--- config.mk ---
export PLATFORM = sky130hd
export DESIGN_NAME = bus_window_map_table
export DESIGN_NICKNAME = d
export VERILOG_FILES = /design/src/hdl/bwmt_pkg.sv /design/src/hdl/bwmt_front.sv /design/src/hdl/bwmt_back.sv /design/src/hdl/bus_window_map_table.sv
export SDC_FILE = /design/constraint.sdc
export NUM_CORES = 2
export LEC_CHECK = 0
export BUFFER_PORTS_ARGS = -buffer_cell sky130_fd_sc_hd__buf_4
export CELL_PAD_IN_SITES_DETAIL_PLACEMENT = 1
export CELL_PAD_IN_SITES_GLOBAL_PLACEMENT = 1
export CORE_ASPECT_RATIO = 0.9
export CORE_MARGIN = 5
export CORE_UTILIZATION = 25
export CTS_BUF_LIST = sky130_fd_sc_hd__clkbuf_4 sky130_fd_sc_hd__clkbuf_8 sky130_fd_sc_hd__clkbuf_16
export DETAILED_ROUTE_END_ITERATION = 12
export PLACE_DENSITY = 0.57
export SLEW_MARGIN = 20
export SYNTH_ARGS = -nofsm -noshare
export SYNTH_HDL_FRONTEND = slang
export SYNTH_SLANG_ARGS = --single-unit
export TNS_END_PERCENT = 20
--- constraint.sdc ---
create_clock -name i_clk -period 5 [get_ports i_clk]
set_input_delay 0.5 -clock i_clk [delete_from_list [all_inputs] [get_ports i_clk]]
set_output_delay 0.5 -clock i_clk [all_outputs]
set_load 0.05 [all_outputs]
--- src/hdl/bwmt_pkg.sv ---
`timescale 1ns / 1ps
`default_nettype none

package bwmt_pkg;

    // request kinds
    localparam logic KIND_MAP   = 1'b0;
    localparam logic KIND_UNMAP = 1'b1;

    // result status codes
    localparam logic [1:0] ST_OK    = 2'd0;
    localparam logic [1:0] ST_STATE = 2'd1;
    localparam logic [1:0] ST_PARAM = 2'd2;

    // window layout
    localparam logic [31:0] WIN_BASE    = 32'h0100_0000;
    localparam logic [11:0] WIN_BASE_MB = 12'h010;
    localparam int          MB_SHIFT    = 20;

    typedef struct packed {
        logic        kind;
        logic [11:0] base;     // bus address bits 31..20
        logic [19:0] off;      // bus address bits 19..0
        logic [11:0] idx;      // window pointer slot, before range check
        logic        idx_ok;
    } t_cmd;

    typedef struct packed {
        logic [1:0]  status;
        logic [31:0] window_address;
        logic        program_valid;
        logic [4:0]  program_slot;
        logic [11:0] program_base;
    } t_result;

    typedef enum logic [1:0] {
        BK_IDLE,
        BK_SEARCH,
        BK_COMMIT
    } t_back_state;

endpackage

`default_nettype wire

--- src/hdl/bwmt_front.sv ---
`timescale 1ns / 1ps
`default_nettype none

module bwmt_front #(
    parameter int NUM_SLOTS = 32
) (
    input  wire logic          i_clk,
    input  wire logic          i_rst_n,
    input  wire logic          i_push,
    output logic               o_full,
    input  wire logic          i_kind,
    input  wire logic [31:0]   i_bus_address,
    input  wire logic [31:0]   i_window_pointer,
    output logic               o_cmd_valid,
    output bwmt_pkg::t_cmd     o_cmd,
    input  wire logic          i_take
);
    import bwmt_pkg::*;

    t_cmd       r_q [2];
    logic       r_wr_ptr;
    logic       r_rd_ptr;
    logic [1:0] r_count;
    logic [1:0] n_count;
    t_cmd       cls;
    logic       push_ok;
    logic       take_ok;

    // classify the incoming word before it is queued
    always_comb begin
        cls.kind   = i_kind;
        cls.base   = i_bus_address[31:20];
        cls.off    = i_bus_address[19:0];
        cls.idx    = i_window_pointer[31:20] - WIN_BASE_MB;
        cls.idx_ok = (cls.idx < 12'(NUM_SLOTS));
    end

    assign o_full      = (r_count == 2'd2);
    assign o_cmd_valid = (r_count != 2'd0);
    assign o_cmd       = r_q[r_rd_ptr];
    assign push_ok     = i_push && !o_full;
    assign take_ok     = i_take && o_cmd_valid;

    always_comb begin
        n_count = r_count;
        if (push_ok && !take_ok) begin
            n_count = r_count + 2'd1;
        end else if (!push_ok && take_ok) begin
            n_count = r_count - 2'd1;
        end
    end

    always_ff @(posedge i_clk) begin
        if (!i_rst_n) begin
            r_wr_ptr <= 1'b0;
            r_rd_ptr <= 1'b0;
            r_count  <= 2'd0;
        end else begin
            r_count <= n_count;
            if (push_ok) begin
                r_wr_ptr <= ~r_wr_ptr;
            end
            if (take_ok) begin
                r_rd_ptr <= ~r_rd_ptr;
            end
        end
    end

    always_ff @(posedge i_clk) begin
        if (push_ok) begin
            r_q[r_wr_ptr] <= cls;
        end
    end

endmodule

`default_nettype wire

--- src/hdl/bwmt_back.sv ---
`timescale 1ns / 1ps
`default_nettype none

module bwmt_back #(
    parameter int NUM_SLOTS = 32,
    parameter int REF_BITS  = 16
) (
    input  wire logic          i_clk,
    input  wire logic          i_rst_n,
    input  wire logic          i_cmd_valid,
    input  wire bwmt_pkg::t_cmd i_cmd,
    output logic               o_take,
    input  wire logic          i_pop,
    output logic               o_res_valid,
    output bwmt_pkg::t_result  o_res
);
    import bwmt_pkg::*;

    localparam int SLOT_W = (NUM_SLOTS > 1) ? $clog2(NUM_SLOTS) : 1;
    localparam logic [REF_BITS-1:0] REF_MAX = '1;

    t_back_state         r_state;
    t_back_state         n_state;
    t_cmd                r_cmd;
    logic [11:0]         r_base [NUM_SLOTS];
    logic [REF_BITS-1:0] r_refs [NUM_SLOTS];
    logic                r_ready;
    logic [SLOT_W-1:0]   r_slot;
    logic [SLOT_W-1:0]   n_slot;
    logic                r_found;
    logic                n_found;
    logic [11:0]         r_hit_base;
    logic [11:0]         n_hit_base;
    logic [REF_BITS-1:0] r_hit_refs;
    logic [REF_BITS-1:0] n_hit_refs;
    logic                r_out_valid;
    t_result             r_out;
    t_result             n_out;
    logic                commit_go;
    logic                commit_fire;
    logic                wr_en;
    logic [11:0]         wr_base;
    logic [REF_BITS-1:0] wr_refs;

    // search: first free or matching slot for a map, pointer slot for an unmap
    always_comb begin
        n_found = 1'b0;
        n_slot  = '0;
        if (r_cmd.kind == KIND_MAP) begin
            for (int i = NUM_SLOTS - 1; i >= 0; i--) begin
                if ((r_base[i] == 12'h000 && r_refs[i] == '0) || r_base[i] == r_cmd.base) begin
                    n_found = 1'b1;
                    n_slot  = SLOT_W'(i);
                end
            end
        end else begin
            n_found = r_cmd.idx_ok;
            n_slot  = r_cmd.idx[SLOT_W-1:0];
        end
    end

    always_comb begin
        n_hit_base = '0;
        n_hit_refs = '0;
        for (int i = 0; i < NUM_SLOTS; i++) begin
            if (n_slot == SLOT_W'(i)) begin
                n_hit_base = r_base[i];
                n_hit_refs = r_refs[i];
            end
        end
    end

    // commit: result word and slot update from the registered search
    always_comb begin
        n_out   = '0;
        wr_en   = 1'b0;
        wr_base = r_hit_base;
        wr_refs = r_hit_refs;
        if (r_cmd.kind == KIND_MAP) begin
            if (!r_found || r_hit_refs == REF_MAX) begin
                n_out.status = ST_STATE;
            end else begin
                n_out.status = ST_OK;
                wr_en        = 1'b1;
                wr_refs      = r_hit_refs + REF_BITS'(1);
                if (r_hit_base == 12'h000) begin
                    wr_base             = r_cmd.base;
                    n_out.program_valid = 1'b1;
                    n_out.program_slot  = 5'(r_slot);
                    n_out.program_base  = r_cmd.base;
                end
                n_out.window_address = WIN_BASE + (32'(r_slot) << MB_SHIFT)
                                     + 32'(r_cmd.off);
            end
        end else begin
            if (!r_ready) begin
                n_out.status = ST_STATE;
            end else if (!r_found || r_hit_refs == '0) begin
                n_out.status = ST_PARAM;
            end else begin
                n_out.status = ST_OK;
                wr_en        = 1'b1;
                wr_refs      = r_hit_refs - REF_BITS'(1);
                if (r_hit_refs == REF_BITS'(1)) begin
                    wr_base             = 12'h000;
                    n_out.program_valid = 1'b1;
                    n_out.program_slot  = 5'(r_slot);
                end
            end
        end
    end

    assign commit_go   = !r_out_valid || i_pop;
    assign commit_fire = (r_state == BK_COMMIT) && commit_go;

    always_comb begin
        n_state = r_state;
        case (r_state)
            BK_IDLE: begin
                if (i_cmd_valid) begin
                    n_state = BK_SEARCH;
                end
            end
            BK_SEARCH: begin
                n_state = BK_COMMIT;
            end
            BK_COMMIT: begin
                if (commit_go) begin
                    n_state = i_cmd_valid ? BK_SEARCH : BK_IDLE;
                end
            end
            default: begin
                n_state = BK_IDLE;
            end
        endcase
    end

    always_comb begin
        case (r_state)
            BK_IDLE:   o_take = i_cmd_valid;
            BK_COMMIT: o_take = commit_go && i_cmd_valid;
            default:   o_take = 1'b0;
        endcase
    end

    always_ff @(posedge i_clk) begin
        if (!i_rst_n) begin
            r_state     <= BK_IDLE;
            r_ready     <= 1'b0;
            r_out_valid <= 1'b0;
            for (int i = 0; i < NUM_SLOTS; i++) begin
                r_base[i] <= '0;
                r_refs[i] <= '0;
            end
        end else begin
            r_state <= n_state;
            if (commit_fire) begin
                r_out_valid <= 1'b1;
                if (r_cmd.kind == KIND_MAP) begin
                    r_ready <= 1'b1;
                end
                if (wr_en) begin
                    for (int i = 0; i < NUM_SLOTS; i++) begin
                        if (r_slot == SLOT_W'(i)) begin
                            r_base[i] <= wr_base;
                            r_refs[i] <= wr_refs;
                        end
                    end
                end
            end else if (i_pop) begin
                r_out_valid <= 1'b0;
            end
        end
    end

    always_ff @(posedge i_clk) begin
        if (o_take) begin
            r_cmd <= i_cmd;
        end
        if (r_state == BK_SEARCH) begin
            r_found    <= n_found;
            r_slot     <= n_slot;
            r_hit_base <= n_hit_base;
            r_hit_refs <= n_hit_refs;
        end
        if (commit_fire) begin
            r_out <= n_out;
        end
    end

    assign o_res_valid = r_out_valid;
    assign o_res       = r_out;

endmodule

`default_nettype wire

--- src/hdl/bus_window_map_table.sv ---
`timescale 1ns / 1ps
`default_nettype none

// channel   direction  handshake            payload
// request   in         push / full          i_kind, i_bus_address, i_window_pointer
// result    out        empty / pop          o_status, o_window_address,
//                                           o_program_valid, o_program_slot, o_program_base
//
// each request passes the table engine in a search step, for the parallel slot
// compare and priority pick, then a commit step, for the count update and result write
// a taken request is registered as the command, then its search, then the result word
// a two-word queue sits between request classification and the table engine
// a held result stalls the engine in its update step; requests still queue
// synchronous reset clears all slot bases and counts at once, no sweep needed

module bus_window_map_table #(
    parameter int NUM_SLOTS = 32,
    parameter int REF_BITS  = 16
) (
    input  wire logic        i_clk,
    input  wire logic        i_rst_n,
    input  wire logic        push,
    output logic             full,
    input  wire logic        i_kind,
    input  wire logic [31:0] i_bus_address,
    input  wire logic [31:0] i_window_pointer,
    output logic             empty,
    input  wire logic        pop,
    output logic [1:0]       o_status,
    output logic [31:0]      o_window_address,
    output logic             o_program_valid,
    output logic [4:0]       o_program_slot,
    output logic [11:0]      o_program_base
);
    import bwmt_pkg::*;

    logic    cmd_valid;
    t_cmd    cmd;
    logic    take;
    logic    res_valid;
    t_result res;

    bwmt_front #(
        .NUM_SLOTS(NUM_SLOTS)
    ) u_front (
        .i_clk           (i_clk),
        .i_rst_n         (i_rst_n),
        .i_push          (push),
        .o_full          (full),
        .i_kind          (i_kind),
        .i_bus_address   (i_bus_address),
        .i_window_pointer(i_window_pointer),
        .o_cmd_valid     (cmd_valid),
        .o_cmd           (cmd),
        .i_take          (take)
    );

    bwmt_back #(
        .NUM_SLOTS(NUM_SLOTS),
        .REF_BITS (REF_BITS)
    ) u_back (
        .i_clk      (i_clk),
        .i_rst_n    (i_rst_n),
        .i_cmd_valid(cmd_valid),
        .i_cmd      (cmd),
        .o_take     (take),
        .i_pop      (pop),
        .o_res_valid(res_valid),
        .o_res      (res)
    );

    assign empty            = !res_valid;
    assign o_status         = res.status;
    assign o_window_address = res.window_address;
    assign o_program_valid  = res.program_valid;
    assign o_program_slot   = res.program_slot;
    assign o_program_base   = res.program_base;

    // after a word is accepted the engine always sees a valid command on the next cycle
    a_queue_holds: assert property (@(posedge i_clk) disable iff (!i_rst_n)
        push && !full |=> cmd_valid)
        else $error("accepted request lost in queue");

    a_failed_clean: assert property (@(posedge i_clk) disable iff (!i_rst_n)
        !empty && o_status != ST_OK |-> o_window_address == 32'h0 && !o_program_valid)
        else $error("failed request carries a window or programming");

    a_no_prog_zero: assert property (@(posedge i_clk) disable iff (!i_rst_n)
        !empty && !o_program_valid |-> o_program_slot == 5'd0 && o_program_base == 12'h0)
        else $error("programming fields set without programming");

    // a successful map always returns a non-zero window, so this is a release
    a_unmap_prog_clear: assert property (@(posedge i_clk) disable iff (!i_rst_n)
        !empty && o_program_valid && o_window_address == 32'h0 && o_status == ST_OK
        |-> o_program_base == 12'h0)
        else $error("release programmed a non-zero base");

    a_result_holds: assert property (@(posedge i_clk) disable iff (!i_rst_n)
        !empty && !pop |=> !empty && $stable(o_window_address) && $stable(o_status))
        else $error("held result changed before pop");

endmodule

`default_nettype wire
==> After elaboration in Yosys (flattened, before gate mapping) <==
Memories as Yosys holds them, arrays and structs flattened. A register that Yosys moved wholly into a read port is not among the register bits.
Index checks and enable logic that the tools add are counted.
{ "word_totals": {"word_cells": 739, "ramBits": 988, "mem_count": 3, "output_inout_bits": 54, "input_bits": 69, "regBits": 94} }
{ "memory_table": {"columns": ["memory", "words", "width", "rd", "rd_clocked_by_memory_dff", "write_ports", "line", "rtl"], "rows": [
  ["u_back.r_refs", 32, 16, 32, 0, 32, "bwmt_back.sv:26", "logic [REF_BITS-1:0] r_refs [NUM_SLOTS];"],
  ["u_back.r_base", 32, 12, 32, 0, 32, "bwmt_back.sv:25", "logic [11:0] r_base [NUM_SLOTS];"],
  ["u_front.r_q", 2, 46, 1, 1, 1, "bwmt_front.sv:20", "t_cmd r_q [2];"]
]} }
{ "op_classes": {"n_bitwise": 68, "reduce_logical": 154, "order_cmp": 1, "addsub": 7, "eq_ne": 101, "muxes": 390} }
{ "ops": {"columns": ["operator", "n"], "rows": [
  ["two-way mux 16 bit", 68],
  ["two-way mux 12 bit", 70],
  ["logical NOT 16 bit", 33],
  ["logical NOT 12 bit", 33],
  ["== test 12 bit", 32],
  ["two-way mux 1 bit", 204],
  ["two-way mux 5 bit", 33],
  ["== test 5 bit, second input constant", 32],
  ["== test 5 x 4 -> 1 bit, second input constant", 16],
  ["OR 1 bit", 64],
  ["== test 5 x 3 -> 1 bit, second input constant", 8],
  ["logical AND 1 bit", 38],
  ["two-way mux 18 bit", 2],
  ["logical OR 1 bit", 35],
  ["adder 26 x 20 -> 27 bit", 1],
  ["adder 25 x 25 -> 26 bit, first input constant", 1],
  ["two-way mux 6 bit", 4],
  ["== test 5 x 2 -> 1 bit, second input constant", 4],
  ["adder 16 x 1 -> 16 bit, second input constant", 1],
  ["== test 16 x 1 -> 1 bit, second input constant", 1],
  ["== test 16 bit, second input constant", 1],
  ["subtractor 16 x 1 -> 16 bit, second input constant", 1],
  ["two-way mux 2 bit", 7],
  ["< comparator 12 x 6 -> 1 bit, second input constant", 1],
  ["other kinds (17)", 31]
]} }

==> Longest topological paths before layout <==
An unclocked memory read counts as a cell.
{ "logic_depth": {"word_depth": 70, "depth_mapped": 20, "mapped_depth_nobuf": 14} }

==> By module <==
Synthesis repeated with hierarchy kept, for this count alone.
{ "unflattened": {"cells_unflattened": 4745, "hier_area_um2": 54657.4} }
{ "modules_own_cells": {"columns": ["module", "cells_per_inst", "area_per_inst_um2", "n_inst", "seq_area_each_um2"], "rows": [
  ["bwmt_back", 4556, 50971.4, 1, 30559.3],
  ["bwmt_front", 188, 3682.3, 1, 2862.7],
  ["bus_window_map_table", 1, 3.8, 1, 0.0]
]} }

==> Least setup slack after synthesis <==
No wires, ideal clock.
{ "synth_timing": {"kind": "reg2reg", "from": "reg u_back.r_out_valid (netlist: u_back.o_res_valid)", "to": "reg u_front.r_count[1]", "t_required_ps": 4924, "setup_slack_ps": -19, "t_arrival_ps": 4944, "setup_ps": 76, "path_stages_with_launch": 9, "synth_period_minus_slack_ps": 5019, "n_path_buf": 0, "path_cell_list": "dfxtp_1 inv_1 nor2_1 a211oi_1 inv_1 ha_1 xor2_1 or3_1 a21boi_0"} }
{ "synth_via": {"elab_chain_cells": 8, "word_cells_on_any_way": 10, "cone_classes": "mux (2); reduce/logical (8)"} }
{ "synth_rtl": {"columns": ["item", "line", "rtl"], "rows": [
  ["start, declared", "bwmt_back.sv:36", "logic r_out_valid;"],
  ["start signal, assigned", "bwmt_back.sv:150", "r_out_valid <= 1'b0;"],
  ["start signal, assigned", "bwmt_back.sv:158", "r_out_valid <= 1'b1;"],
  ["start signal, assigned", "bwmt_back.sv:171", "r_out_valid <= 1'b0;"],
  ["logical NOT 1 bit *", null, null],
  ["via empty", "bus_window_map_table.sv:27", "output logic empty,"],
  ["logical OR 1 bit *", "bwmt_back.sv:113", "assign commit_go = !r_out_valid || i_pop;"],
  ["logical AND 1 bit *", "bwmt_back.sv:141", "BK_COMMIT: o_take = commit_go && i_cmd_valid;"],
  ["one-hot mux 1 bit (2 select lines) *", "bwmt_back.sv:139", "case (r_state)"],
  ["via take", "bus_window_map_table.sv:39", "logic take;"],
  ["logical AND 1 bit *", "bwmt_front.sv:42", "assign take_ok = i_take && o_cmd_valid;"],
  ["logical NOT 1 bit", "bwmt_front.sv:46", "if (push_ok && !take_ok) begin"],
  ["logical AND 1 bit", "bwmt_front.sv:46", null],
  ["two-way mux 2 bit or nonzero test 2 bit (tied branches)", null, null],
  ["end signal, assigned", "bwmt_front.sv:59", "r_count <= n_count;"],
  ["end, declared", "bwmt_front.sv:23", "logic [1:0] r_count;"]
]} }
Mark *: on every way through the listed nets, which the timed path passes. The rest lies on a longest branch.
A chain may end at the register's enable or synchronous reset.

==> Worst setup path after layout <==
{ "layout_timing": {"from": "reg, netlist name u_back.r_cmd[33]", "to": "reg u_back.r_hit_refs[3] (data pin)"} }
{ "layout_via": {"elab_chain_cells": 68, "word_cells_on_any_way": 161, "cone_classes": "eq/ne (63); mux (65); reduce/logical (33)"} }
{ "layout_rtl": {"columns": ["item", "line", "rtl"], "rows": [
  ["== test 12 bit", "bwmt_back.sv:51", "if ((r_base[i] == 12'h000 && r_refs[i] == '0) || r_base[i] == r_cmd.base) begin"],
  ["logical OR 1 bit", "bwmt_back.sv:51", null],
  ["two-way mux 5 bit (31 in series)", "bwmt_back.sv:51", null],
  ["two-way mux 5 bit *", "bwmt_back.sv:51", null],
  ["two-way mux 5 bit *", "bwmt_back.sv:49", "if (r_cmd.kind == KIND_MAP) begin"],
  ["logical NOT 5 bit", "bwmt_back.sv:66", "if (n_slot == SLOT_W'(i)) begin"],
  ["two-way mux 16 bit (31 in series)", "bwmt_back.sv:66", null],
  ["two-way mux 16 bit *", "bwmt_back.sv:66", null],
  ["via u_back.n_hit_refs[3]", "bwmt_back.sv:35", "logic [REF_BITS-1:0] n_hit_refs;"],
  ["end signal, assigned", "bwmt_back.sv:184", "r_hit_refs <= n_hit_refs;"],
  ["end, declared", "bwmt_back.sv:34", "logic [REF_BITS-1:0] r_hit_refs;"]
]} }
Marked as above.

==> impl_metrics.json <==
{
  "grt_pass1_wl_um": 368000,
  "syn_area_per_cell_um2": 11.8,
  "path_max_fanout": 9,
  "synth_area_leaders": "edfxtp_1 61%, xor2_1 5.8%, nor2_1 4.4%",
  "crit_path_start_kind": "flop",
  "max-vdd-ir-drop_uv": 343,
  "wl_met3_um": 24500,
  "grt_util_all_layers": 0.232,
  "muxShareOfSynthArea": 0.0292,
  "yosysWarnings": 0,
  "hpwlAfterDp_um": 202000,
  "die_h_um": 450,
  "wl_um": 271000,
  "cts_buffer_depth": 3,
  "drive_gt1_frac": 0.268,
  "relSlewSlack": 0.246,
  "route.detailed.drc": 0,
  "gp_congestion": 0.981,
  "skew_ns": 0.0568,
  "wl_per_cell_um": 32.6,
  "finalHoldViolCount": 0,
  "synth_compound_area_frac": 0.105,
  "io_buffers": 96,
  "fin_ws_ns": -0.232,
  "die_w_um": 499,
  "min_period_ns": 5.23,
  "synth_top_area_cell": "edfxtp_1",
  "viasPerCell": 5.47,
  "start_util": 0.252,
  "maxCapViolations": 0,
  "cp.required_ns": 5.54,
  "setup_violations": 13,
  "path_class": "flop to flop",
  "core-area_um2": 214000,
  "synth_top_flop_cell": "edfxtp_1",
  "cts_tree": "yes",
  "grt_pass1_vias": 45100,
  "synth.most_common_cell": "edfxtp_1",
  "final_nets": 5435,
  "total_power_mw": 41.8,
  "grt_antenna_before_repair": 20,
  "p_leak_nw": 25.3,
  "drtAntennaViolNets": 0,
  "cts_buffers": 116,
  "status": "finished with violations",
  "clock_sinks": 1101,
  "synth_top_family_by_area": "simple AND/OR/NAND/NOR gates",
  "synthAdderAreaFrac": 0.00116,
  "post-route-util": 0.326,
  "drtPass1Iterations": 6,
  "fmax_mhz": 191,
  "maxUsedRoutingLayer": "met5",
  "synth_enable_flop_cells": 1093,
  "syn_to_final_growth_pct": 29.5,
  "nFillCells": 23300,
  "failed_checks": "setup timing",
  "grt_overflow_total": 0,
  "worst_pin_slew_ns": 1.13,
  "insertion_delay_ns": 0.81,
  "synthCells": 4573,
  "final_max_slew_viol_count": 0,
  "clk_pin_slew_ns": 0.06,
  "yosys.area_share.simple": 0.151,
  "dr_wl_met2_um": 118000,
  "async_reset_ff_frac": 0,
  "synthTopCellsByCount": "1093 x edfxtp_1, 636 x nor2_1, 355 x xor2_1, 354 x nand2_1, 322 x nor4_1",
  "finalCritPeriodShare": 1.05,
  "power_density_nw_per_um2": 599,
  "grt_max_degree": 56,
  "synth_top_area_frac": 0.609,
  "hp-class": "input pin to flop",
  "drt_iter0_drc": 5670,
  "worst_ep_arrival_time_ns": 5.77,
  "yosysUniqueCellTypes": 96,
  "clock-root-buffer": "clkbuf_16",
  "syn_area_um2": 53900,
  "ff_latch_area_um2": 33000,
  "fp.dieArea_um2": 225000,
  "ys_ff_latch": 1101,
  "rsz0062_at_grt": "true",
  "io_pins": 123,
  "wl_met1_um": 116000,
  "vias": 45500,
  "synth-xor-area-share": 0.0654,
  "h-tree-depth": 3,
  "rows": 161,
  "ys_seq_area_frac": 0.612,
  "multi_input_area_um2": 20200,
  "cp-end-kind": "flop"
}
==> area by class of cell <==
cell class              count  area share
multi-input cells        3080       0.289
flip-flops and latches   1101       0.473
diodes                      7    0.000251
repair buffers           1004       0.129
well taps                2852      0.0511
inverters                  58     0.00335
clock buffers             138      0.0442
clock inverters            71      0.0101
==> cells by family after synthesis <==
logic type               Yosys count
AO/OA/AOI/OAI                    809
AND/OR/NAND/NOR                 1712
multiplexers                     146
XOR/XNOR                         402
other                              1
adder cells (fa/ha/maj)            5
flip-flops                      1101
buffers and inverters            397
==> critical path, cell delays in order, from the launching register on <==
cell and delay (ns):
edfxtp_1 0.41, buf_12 0.18, buf_12 0.16, buf_4 0.17
xor2_1 0.23, nor4_1 0.09, a31oi_2 0.46, nand2b_1 0.20
o2111a_2 0.28, o211ai_4 0.11, buf_6 0.15, nand2_8 0.09
inv_8 0.07, buf_12 0.16, buf_4 0.18, buf_4 0.17
a21o_1 0.18, a222oi_1 0.79, o22ai_1 0.25, buf_4 0.22
o211ai_1 0.25, a21oi_1 0.11
==> power breakdown <==
part / internal (mW) / switching, mW / total (mW)
clock network: 4.97 / 3.98 / 8.95
registers: 11.7 / 1.07 / 12.8
logic: 7.35 / 12.7 / 20.0
total: 24.1 / 17.7 / 41.8
==> stage by stage <==
step / setup slack [ns] / TNS [ns] / hold slack (ns) / instance area, µm² / instances
floorplan: 0.236 / 0 / 0.463 / 53900 / 4578
global placement: -0.955 / -12.15 / 0.475 / 63800 / 7987
detailed placement: -0.982 / -11.90 / 0.487 / 63800 / 7990
CTS: -0.0778 / -0.125 / 0.000303 / 69000 / 8277
global route: -0.276 / -2.03 / 0.0566 / 69700 / 8304
finish: -0.232 / -0.962 / 0.0593 / 69800 / 8311
==> sequential cells by signal, summed over array words and instances (netlist names) <==
register / flops
u_back.r_refs: 512
u_back.r_ready: 1
u_front.r_count: 2
u_back.r_state: 2
u_back.r_hit_refs: 16
u_front.r_q: 78
u_back.o_res_valid: 1
u_back.r_slot: 5
u_back.o_res: 46
u_back.r_hit_base: 12
u_front.r_rd_ptr: 1
u_back.r_found: 1
u_back.r_base: 384
u_back.r_cmd: 39
u_front.r_wr_ptr: 1
==> path summary, 6_finish.rpt <==
path / cells past startpoint / to / start / slack [ns]
setup / recovery: 21 / u_back.r_hit_refs[3] / u_back.r_cmd[33] / -0.23
hold / removal: 3 / u_back.o_res_valid / pop / 0.06
setup reg to reg: 21 / u_back.r_hit_refs[3] / u_back.r_cmd[33] / -0.23
hold reg to reg: 1 / u_back.r_ready / u_back.r_ready / 0.50
==> what timing repair did <==
item / in CTS / in global routing
hold endpoints to repair: 76 / 0
endpoints found under the setup margin: 28 / 28
hold buffers: 38 / 0
pin swaps: 52 / 41
cloned: 2 / 1
resized for setup: 126 / 108
setup buffers: 41 / 27
==> per-layer routing <==
layer	GRT usage	vias up
li1	-	18900
met2	0.354	2279
met5	0	-
met3	0.0505	467
met4	0.0837	4
met1	0.322	23900
==> layout by cell type, fill, tap and decap left out, types with 19 or more instances in the layout <==
| master | instances |
|---|---|
| nand3_1 | 138 |
| clkinv_1 | 24 |
| clkbuf_4 | 21 |
| mux2i_1 | 55 |
| a31oi_1 | 45 |
| o211ai_1 | 27 |
| inv_1 | 54 |
| clkinv_2 | 21 |
| nor3_1 | 33 |
| nand2_1 | 348 |
| nor4_2 | 30 |
| nor2_1 | 628 |
| xor2_1 | 351 |
| nand2b_1 | 19 |
| and3_1 | 26 |
| buf_4 | 842 |
| and2_1 | 55 |
| o2111ai_1 | 26 |
| dlygate4sd3_1 | 38 |
| o21ai_0 | 132 |
| buf_6 | 25 |
| edfxtp_1 | 1093 |
| a21oi_1 | 122 |
| mux2_2 | 90 |
| a22oi_1 | 36 |
| xnor2_1 | 47 |
| o22ai_1 | 48 |
| nor4_1 | 292 |
| nand4_1 | 53 |
| buf_12 | 86 |
| a2bb2oi_1 | 19 |
| clkbuf_16 | 118 |
| a221oi_1 | 22 |
No activity file was read; power rests on OpenSTA's default activity.
